### src/wwdr_pkg.sv
`timescale 1ns / 1ps
// ----------------------------------------------------------------------------
// wwdr_pkg
// Shared widths, constants and item types of the weighted window retarget.
// ----------------------------------------------------------------------------
package wwdr_pkg;

  localparam int WINDOW    = 720;
  localparam int DATA_W    = 64;
  localparam int TGT_W     = 16;
  localparam int SUM_W     = 48;
  localparam int CNT_W     = $clog2(WINDOW + 1);

  localparam int TGT_MAX   = (1 << TGT_W) - 1;
  localparam int CAP_MULT  = 10;
  localparam int SPAN_W    = $clog2(CAP_MULT * TGT_MAX + 1);
  localparam int FACT_PCT  = 99;
  localparam int FACT_DEN  = 100;

  localparam logic [TGT_W-1:0] TGT_RESET = TGT_W'(120);

  localparam longint unsigned FACT_MAX =
    (longint'(FACT_PCT) * longint'(WINDOW / 2) * longint'(TGT_MAX)) / longint'(FACT_DEN);
  localparam int FACT_W    = $clog2(FACT_MAX + 1);
  localparam int PROD_W    = DATA_W + FACT_W;

  localparam int M99_W     = CNT_W + $clog2(FACT_PCT + 1);
  localparam int MIN_W     = TGT_W + CNT_W;
  localparam int RAW_W     = M99_W + TGT_W;

  typedef struct packed {
    logic [DATA_W-1:0] block_time;
    logic [DATA_W-1:0] cumulative_work;
    logic              last_record;
  } item_t;

  typedef struct packed {
    logic [DATA_W-1:0] next_target_difficulty;
    logic              product_overflow;
  } result_t;

endpackage

### src/wwdr_smul.sv
`timescale 1ns / 1ps
// ----------------------------------------------------------------------------
// wwdr_smul
// Bit-serial shift-add multiplier, one multiplier bit per cycle.
// ----------------------------------------------------------------------------
module wwdr_smul (
  input  logic                                clk,
  input  logic                                rst,
  input  logic                                start,
  input  logic [wwdr_pkg::DATA_W-1:0]         mcand,
  input  logic [wwdr_pkg::FACT_W-1:0]         mplier,
  output logic                                done,
  output logic [wwdr_pkg::PROD_W-1:0]         prod
);

  localparam int DW = wwdr_pkg::DATA_W;
  localparam int FW = wwdr_pkg::FACT_W;
  localparam int PW = wwdr_pkg::PROD_W;
  localparam int CW = $clog2(FW);

  logic          busy;
  logic [CW-1:0] cnt;
  logic [DW-1:0] md;
  logic [DW:0]   acc;

  assign acc = {1'b0, prod[PW-1:FW]} + (prod[0] ? {1'b0, md} : {(DW + 1){1'b0}});

  always_ff @(posedge clk) begin
    if (rst) begin
      busy <= 1'b0;
      done <= 1'b0;
      cnt  <= '0;
    end else begin
      done <= 1'b0;
      if (start) begin
        busy <= 1'b1;
        cnt  <= '0;
      end else if (busy) begin
        cnt <= cnt + 1'b1;
        if (cnt == CW'(FW - 1)) begin
          busy <= 1'b0;
          done <= 1'b1;
        end
      end
    end
  end

  always_ff @(posedge clk) begin
    if (start) begin
      md   <= mcand;
      prod <= {{DW{1'b0}}, mplier};
    end else if (busy) begin
      prod <= {acc, prod[FW-1:1]};
    end
  end

endmodule

### src/wwdr_sdiv.sv
`timescale 1ns / 1ps
// ----------------------------------------------------------------------------
// wwdr_sdiv
// Restoring divider, one quotient bit per cycle.
// ----------------------------------------------------------------------------
module wwdr_sdiv (
  input  logic                        clk,
  input  logic                        rst,
  input  logic                        start,
  input  logic [wwdr_pkg::DATA_W-1:0] dividend,
  input  logic [wwdr_pkg::SUM_W-1:0]  divisor,
  output logic                        done,
  output logic [wwdr_pkg::DATA_W-1:0] quot
);

  localparam int DW = wwdr_pkg::DATA_W;
  localparam int SW = wwdr_pkg::SUM_W;
  localparam int CW = $clog2(DW);

  logic          busy;
  logic [CW-1:0] cnt;
  logic [SW-1:0] den;
  logic [SW-1:0] rem;
  logic [SW:0]   sh;
  logic [SW:0]   diff;
  logic          ge;

  assign sh   = {rem, quot[DW-1]};
  assign diff = sh - {1'b0, den};
  assign ge   = (sh >= {1'b0, den});

  always_ff @(posedge clk) begin
    if (rst) begin
      busy <= 1'b0;
      done <= 1'b0;
      cnt  <= '0;
    end else begin
      done <= 1'b0;
      if (start) begin
        busy <= 1'b1;
        cnt  <= '0;
      end else if (busy) begin
        cnt <= cnt + 1'b1;
        if (cnt == CW'(DW - 1)) begin
          busy <= 1'b0;
          done <= 1'b1;
        end
      end
    end
  end

  always_ff @(posedge clk) begin
    if (start) begin
      den  <= divisor;
      rem  <= '0;
      quot <= dividend;
    end else if (busy) begin
      rem  <= ge ? diff[SW-1:0] : sh[SW-1:0];
      quot <= {quot[DW-2:0], ge};
    end
  end

endmodule

### src/weighted_window_difficulty_retarget.sv
`timescale 1ns / 1ps
// ----------------------------------------------------------------------------
// weighted_window_difficulty_retarget
// Weighted timespan difficulty retarget over a window of block records.
// A counted record after the first has its span weighted in the shared
//   bit-serial multiplier; other records are taken without it.
// A last record then runs the final steps: divide by 100 for the factor,
//   product multiply and, unless it overflows, sum divide; a lone record gives 1.
// One item is in flight at a time.
// Synchronous reset restores the target to 120 and clears the series state.
// ----------------------------------------------------------------------------
module weighted_window_difficulty_retarget (
  input  logic                       clk,
  input  logic                       rst,
  input  logic                       item_valid,
  output logic                       item_stall,
  input  wwdr_pkg::item_t            item,
  output logic                       result_valid,
  input  logic                       result_stall,
  output wwdr_pkg::result_t          result,
  input  logic                       cfg_write,
  input  logic [wwdr_pkg::TGT_W-1:0] cfg_data
);

  localparam int DW  = wwdr_pkg::DATA_W;
  localparam int TW  = wwdr_pkg::TGT_W;
  localparam int SW  = wwdr_pkg::SUM_W;
  localparam int NW  = wwdr_pkg::CNT_W;
  localparam int PW  = wwdr_pkg::SPAN_W;
  localparam int FW  = wwdr_pkg::FACT_W;
  localparam int QW  = wwdr_pkg::PROD_W;
  localparam int M9W = wwdr_pkg::M99_W;
  localparam int MNW = wwdr_pkg::MIN_W;
  localparam int RW  = wwdr_pkg::RAW_W;

  localparam logic [3:0] S_IDLE      = 4'd0;
  localparam logic [3:0] S_SPAN_GO   = 4'd1;
  localparam logic [3:0] S_SPAN_WAIT = 4'd2;
  localparam logic [3:0] S_FIN       = 4'd3;
  localparam logic [3:0] S_RAW       = 4'd4;
  localparam logic [3:0] S_D100_GO   = 4'd5;
  localparam logic [3:0] S_D100_WAIT = 4'd6;
  localparam logic [3:0] S_PMUL_GO   = 4'd7;
  localparam logic [3:0] S_PMUL_WAIT = 4'd8;
  localparam logic [3:0] S_DIV_GO    = 4'd9;
  localparam logic [3:0] S_DIV_WAIT  = 4'd10;
  localparam logic [3:0] S_OUT       = 4'd11;

  logic [3:0]        state;
  logic [TW-1:0]     target;
  logic [PW-1:0]     cap;
  logic [NW-1:0]     seen;
  logic [DW-1:0]     prev_time;
  logic [DW-1:0]     first_work;
  logic [DW-1:0]     latest_work;
  logic [SW-1:0]     sum;
  logic [PW-1:0]     span;
  logic              last_pend;
  logic [M9W-1:0]    m99;
  logic [MNW-1:0]    minimum;
  logic [DW-1:0]     span_work;
  logic [DW-1:0]     raw;
  logic [SW-1:0]     sum_c;
  logic [FW-1:0]     factor;
  wwdr_pkg::result_t res;

  logic              accept;
  logic              counted;
  logic [DW:0]       diff;
  logic              pos;
  logic [PW-1:0]     span_next;
  logic [SW-1:0]     sum_max;
  logic [SW-1:0]     sum_c_next;

  logic              mul_start;
  logic              mul_done;
  logic [DW-1:0]     mul_mcand;
  logic [FW-1:0]     mul_mplier;
  logic [QW-1:0]     mul_prod;
  logic              div_start;
  logic              div_done;
  logic [SW-1:0]     div_den;
  logic [DW-1:0]     div_quot;

  assign item_stall = rst || (state != S_IDLE);
  assign accept     = item_valid && !item_stall;
  assign counted    = (seen < NW'(wwdr_pkg::WINDOW));

  assign cap = PW'(target) * PW'(wwdr_pkg::CAP_MULT);

  assign diff = {1'b0, item.block_time} - {1'b0, prev_time};
  assign pos  = !diff[DW] && (diff[DW-1:0] != '0);

  always_comb begin
    if (!pos) begin
      span_next = PW'(1);
    end else if ((|diff[DW-1:PW]) || (diff[PW-1:0] > cap)) begin
      span_next = cap;
    end else begin
      span_next = diff[PW-1:0];
    end
    if (span_next > cap) begin
      span_next = cap;
    end
  end

  assign sum_max    = (sum >= SW'(minimum)) ? sum : SW'(minimum);
  assign sum_c_next = (sum_max == '0) ? SW'(1) : sum_max;

  assign mul_start  = (state == S_SPAN_GO) || (state == S_PMUL_GO);
  assign mul_mcand  = (state == S_PMUL_GO) ? span_work : DW'(span);
  assign mul_mplier = (state == S_PMUL_GO) ? factor : FW'(seen - 1'b1);

  assign div_start  = (state == S_D100_GO) || (state == S_DIV_GO);
  assign div_den    = (state == S_DIV_GO) ? sum_c : SW'(wwdr_pkg::FACT_DEN);

  wwdr_smul u_smul (
    .clk    (clk),
    .rst    (rst),
    .start  (mul_start),
    .mcand  (mul_mcand),
    .mplier (mul_mplier),
    .done   (mul_done),
    .prod   (mul_prod)
  );

  wwdr_sdiv u_sdiv (
    .clk      (clk),
    .rst      (rst),
    .start    (div_start),
    .dividend (raw),
    .divisor  (div_den),
    .done     (div_done),
    .quot     (div_quot)
  );

  always_ff @(posedge clk) begin
    if (rst) begin
      target <= wwdr_pkg::TGT_RESET;
    end else begin
      if (cfg_write) begin
        target <= cfg_data;
      end
    end
  end

  always_ff @(posedge clk) begin
    if (rst) begin
      state        <= S_IDLE;
      seen         <= '0;
      prev_time    <= '0;
      first_work   <= '0;
      latest_work  <= '0;
      sum          <= '0;
      last_pend    <= 1'b0;
      result_valid <= 1'b0;
    end else begin
      if (result_valid && !result_stall && (state != S_OUT)) begin
        result_valid <= 1'b0;
      end
      case (state)
        S_IDLE: begin
          if (accept) begin
            last_pend <= item.last_record;
            if (counted) begin
              prev_time   <= item.block_time;
              latest_work <= item.cumulative_work;
              seen        <= seen + 1'b1;
              if (seen == '0) begin
                first_work <= item.cumulative_work;
              end
            end
            if (counted && (seen != '0)) begin
              span  <= span_next;
              state <= S_SPAN_GO;
            end else if (item.last_record) begin
              state <= S_FIN;
            end
          end
        end
        S_SPAN_GO: begin
          state <= S_SPAN_WAIT;
        end
        S_SPAN_WAIT: begin
          if (mul_done) begin
            sum   <= sum + mul_prod[SW-1:0];
            state <= last_pend ? S_FIN : S_IDLE;
          end
        end
        S_FIN: begin
          if (seen <= NW'(1)) begin
            res.next_target_difficulty <= DW'(1);
            res.product_overflow       <= 1'b0;
            state                      <= S_OUT;
          end else begin
            m99       <= M9W'(seen >> 1) * M9W'(wwdr_pkg::FACT_PCT);
            minimum   <= (MNW'(target) * MNW'(seen - 1'b1)) >> 1;
            span_work <= latest_work - first_work;
            state     <= S_RAW;
          end
        end
        S_RAW: begin
          raw   <= DW'(RW'(m99) * RW'(target));
          sum_c <= sum_c_next;
          state <= S_D100_GO;
        end
        S_D100_GO: begin
          state <= S_D100_WAIT;
        end
        S_D100_WAIT: begin
          if (div_done) begin
            factor <= div_quot[FW-1:0];
            state  <= S_PMUL_GO;
          end
        end
        S_PMUL_GO: begin
          state <= S_PMUL_WAIT;
        end
        S_PMUL_WAIT: begin
          if (mul_done) begin
            if (|mul_prod[QW-1:DW]) begin
              res.next_target_difficulty <= '0;
              res.product_overflow       <= 1'b1;
              state                      <= S_OUT;
            end else begin
              raw   <= mul_prod[DW-1:0];
              state <= S_DIV_GO;
            end
          end
        end
        S_DIV_GO: begin
          state <= S_DIV_WAIT;
        end
        S_DIV_WAIT: begin
          if (div_done) begin
            res.next_target_difficulty <= div_quot;
            res.product_overflow       <= 1'b0;
            state                      <= S_OUT;
          end
        end
        S_OUT: begin
          if (!result_valid || !result_stall) begin
            result       <= res;
            result_valid <= 1'b1;
            seen         <= '0;
            prev_time    <= '0;
            first_work   <= '0;
            latest_work  <= '0;
            sum          <= '0;
            state        <= S_IDLE;
          end
        end
        default: begin
          state <= S_IDLE;
        end
      endcase
    end
  end

endmodule

### config.mk
export PLATFORM = sky130hd
export DESIGN_NAME = weighted_window_difficulty_retarget
export DESIGN_NICKNAME = d
export VERILOG_FILES = /design/src/wwdr_pkg.sv /design/src/wwdr_smul.sv /design/src/wwdr_sdiv.sv /design/src/weighted_window_difficulty_retarget.sv
export SDC_FILE = /design/constraint.sdc
export NUM_CORES = 2
export LEC_CHECK = 0
export BUFFER_PORTS_ARGS = -buffer_cell sky130_fd_sc_hd__buf_2
export CORE_ASPECT_RATIO = 0.75
export CORE_MARGIN = 5
export CORE_UTILIZATION = 58
export CTS_CLUSTER_SIZE = 10
export DETAILED_ROUTE_END_ITERATION = 7
export GPL_ROUTABILITY_DRIVEN = 0
export PLACE_DENSITY = 0.78
export SKIP_LAST_GASP = 1
export SLEW_MARGIN = 0
export SYNTH_ARGS = -nofsm -noshare
export SYNTH_HDL_FRONTEND = slang
export SYNTH_HIERARCHICAL = 1
export SYNTH_SLANG_ARGS = --single-unit
export TNS_END_PERCENT = 10
### constraint.sdc
create_clock -name clk -period 11.5 [get_ports clk]
set_clock_uncertainty 0.15 [all_clocks]
set_input_delay 1.15 -clock clk [delete_from_list [all_inputs] [get_ports clk]]
set_output_delay 1.15 -clock clk [all_outputs]
set_load 0.1 [all_outputs]
==> flow_summary.toml <==
[layout]
mostFrequentLayoutCells = "nand2_1, inv_1, ha_1"
nNetsFinal = 8928
layout_commonest_cell = "nand2_1"
area_growth_pct = 7.580
fill_cells = 9968
layout-drive-gt1-share_pct = 8.298

[route]
antenna_left = 0
drt_iter0_markers = 6488
route.vias.total = 58560
remaining_drc_errors = 0
wl_per_cell_um = 20.01
routed_wl_mm = 191.9
first_pass_iters = 8
drt-vias-per-instance = 6.106

[placed_design]
dp_hpwl_mm = 140.8
place_ws_ns = 2.575
port_buffers = 216

[setup_path]
worstRegToRegCells = 38
critPathLaunchType = "flip-flop"
worst_ep_required_time_ns = 11.84
cp_slowest_stage_delay_ns = 1.02
r2r_end = "span[2]"
worst_setup_path_end_kind = "flip-flop"
r2r-start = "target[3]"
cp_max_fo = 30
slowest_stage = "a211oi_4"
crit_type = "reg -> reg"
crit_top_cell = "a21oi_1"
worst-r2r-setup-slack_ns = 2.35
arrival_ns = 9.50

[grt]
antenna_found_initial = 25
grt_max_degree = 219
grt_pass1_wl_mm = 304.4
grt_pass1_vias = 55790
grt_util_all_layers_pct = 28.39
grt_overflow_total = 0

[clock_network]
h-tree-depth = 3
clock-root-buffer = "clkbuf_16"
postCtsHoldBufs = 0
worstSkewPairLatency_ns = 0.76
clk_pin_slew_ns = 0.06
numClockSinks = 992
post_cts_resized = 0
cts_buffer_depth = 3
post_cts_buffers = 0
cts_buffers = 113
cts_tree = "yes"

[yosys]
async_flop_share_pct = 0
yosysSeqAreaShare_pct = 35.43
synth_edf_count = 593
avgSynthCellArea_um2 = 9.276
synth-seq-cells = 992
synth_nets = 8950
synth_warnings = 6
syn-cell-area_um2 = 72810
yosys_most_used_dff = "edfxtp_1"
synth_cells = 7849
synth.distinct_cells = 115

[floorplan]
fp-row-count = 112
chipWidth_um = 419.1
core_area_um2 = 124600
ios = 217
die_h_um = 316.8
initial_core_util_pct = 58.44
die-area_um2 = 132800

[sta]
report.final.slew_viol_count = 0
fmax_mhz = 109.3
setup_viol = 0
hold_violations = 0
setup-tns-final_ns = 0
whs_ns = 0.2660
fin_ws_ns = 2.347
rsz0062_at_grt = "no"
finalCritPeriodShare_pct = 79.59
fin_crit_ns = 9.153
slew_headroom_pct = 16.15
worst_slew_pin_slew_ns = 1.258

[worst_hold_path]
min_path_cells = 0
worstHoldStart = "res[39]"
hold_path_end = "result[39]"
hp-class = "reg -> reg"

[job]
drv_cap = 0

[power_and_ir_drop]
power.density_nw_per_um2 = 311.3
leakage_nw = 33.97
irDropWorstVdd_uv = 665.5

[outcome]
status = "completed"
## worst max-delay path by stage
stage / cells after the start / startpoint / end
after floorplan: 9 / state[2] / u_smul/prod[83]
after global placement: 38 / target[3] / span[9]
after detailed placement: 38 / target[3] / span[2]
after CTS: 38 / target[3] / span[2]
after global routing: 38 / target[3] / span[10]
final: 38 / target[3] / span[2]
## power breakdown
part           internal (W)  switching (W)
clock               0.00188        0.00146
combinational       0.00628        0.00933
sequential          0.00502       0.000413
total                0.0132         0.0112
## layer usage
layer | vias up | GRT usage, % | share of wire [%]
met5 | - | 0 | 0.027
met4 | 8 | 8.848 | 3.5
met3 | 420 | 6.254 | 10
met2 | 2727 | 42.89 | 43
met1 | 28070 | 41.01 | 43
li1 | 27330 | - | -
## cells in the mapped netlist (76+ instances only)
cell type | count | share of area (%)
nor3_1 | 110 | 0.76
and3_1 | 179 | 1.5
o21ai_0 | 285 | 2.0
nand3_1 | 286 | 2.0
a21o_1 | 170 | 1.8
xor2_1 | 78 | 0.94
mux2_2 | 109 | 1.7
a21oi_1 | 595 | 4.1
dfxtp_1 | 399 | 11
a211oi_1 | 81 | 0.84
and2_1 | 242 | 2.1
inv_1 | 737 | 3.8
clkbuf_1 | 335 | 1.7
fa_1 | 333 | 9.2
edfxtp_1 | 593 | 24
nor2b_1 | 120 | 1.0
ha_1 | 618 | 11
nor2_1 | 428 | 2.2
nand4_1 | 96 | 0.82
xnor2_1 | 227 | 2.7
nand2_1 | 870 | 4.5
mux2i_1 | 97 | 1.3
o21bai_1 | 76 | 0.78
## logic make-up after synthesis
logic type      Yosys count  share of synthesized area (%)
simple gates           2585                          17.35
compound gates         1646                          14.46
xor+xnor                305                          3.669
mux                     212                          3.143
buf+inv                1157                          6.152
flops                   992                          35.43
fa+ha+maj               952                          19.79
## critical path: cells and delay by family (launching register included)
kind                     cells  cell delay [ns]
AO/OA/AOI/OAI               17             3.83
adder cells (fa/ha/maj)      5             1.62
AND/OR/NAND/NOR             10             1.28
buffers and inverters        3             0.82
multiplexers                 2             0.66
flip-flops                   1             0.31
XOR/XNOR                     1             0.21
## metrics by stage
stage / power (W) / area (µm²) / instances / util [%]
3_5_place_dp: 0.02071 / 74910 / 9365 / 60.13
2_1_floorplan: 0.01711 / 72810 / 7849 / -
6_report: 0.02438 / 78330 / 9591 / 62.87
4_1_cts: 0.02418 / 78280 / 9571 / 62.83
3_3_place_gp: 0.02023 / 74910 / 9365 / 60.13
5_1_grt: 0.02647 / 78310 / 9583 / 62.86
## area by class of cell
cell class / instances / area, µm² / area share (%)
multi-input combinational: 5700 / 42670 / 54.48
sequential: 992 / 25800 / 32.94
antenna: 20 / 50.05 / 0.06390
inverter: 737 / 2766 / 3.532
timing repair buffer: 283 / 1607 / 2.051
tap: 1653 / 2068 / 2.641
clock buffer: 189 / 3143 / 4.013
clock inverter: 17 / 222.7 / 0.2843
## flip-flops by register name, indices dropped and copies added (netlist names), 16 cells and up
| register | cells |
|---|---|
| res | 65 |
| target | 16 |
| u_smul/md | 64 |
| u_sdiv/rem | 48 |
| result | 65 |
| sum_c | 48 |
| latest_work | 64 |
| u_sdiv/quot | 64 |
| span | 20 |
| prev_time | 64 |
| factor | 25 |
| m99 | 16 |
| span_work | 64 |
| u_smul/prod | 89 |
| minimum | 25 |
| u_sdiv/den | 48 |
| first_work | 64 |
| sum | 48 |
| raw | 64 |
(Power assumes the default switching activity.)
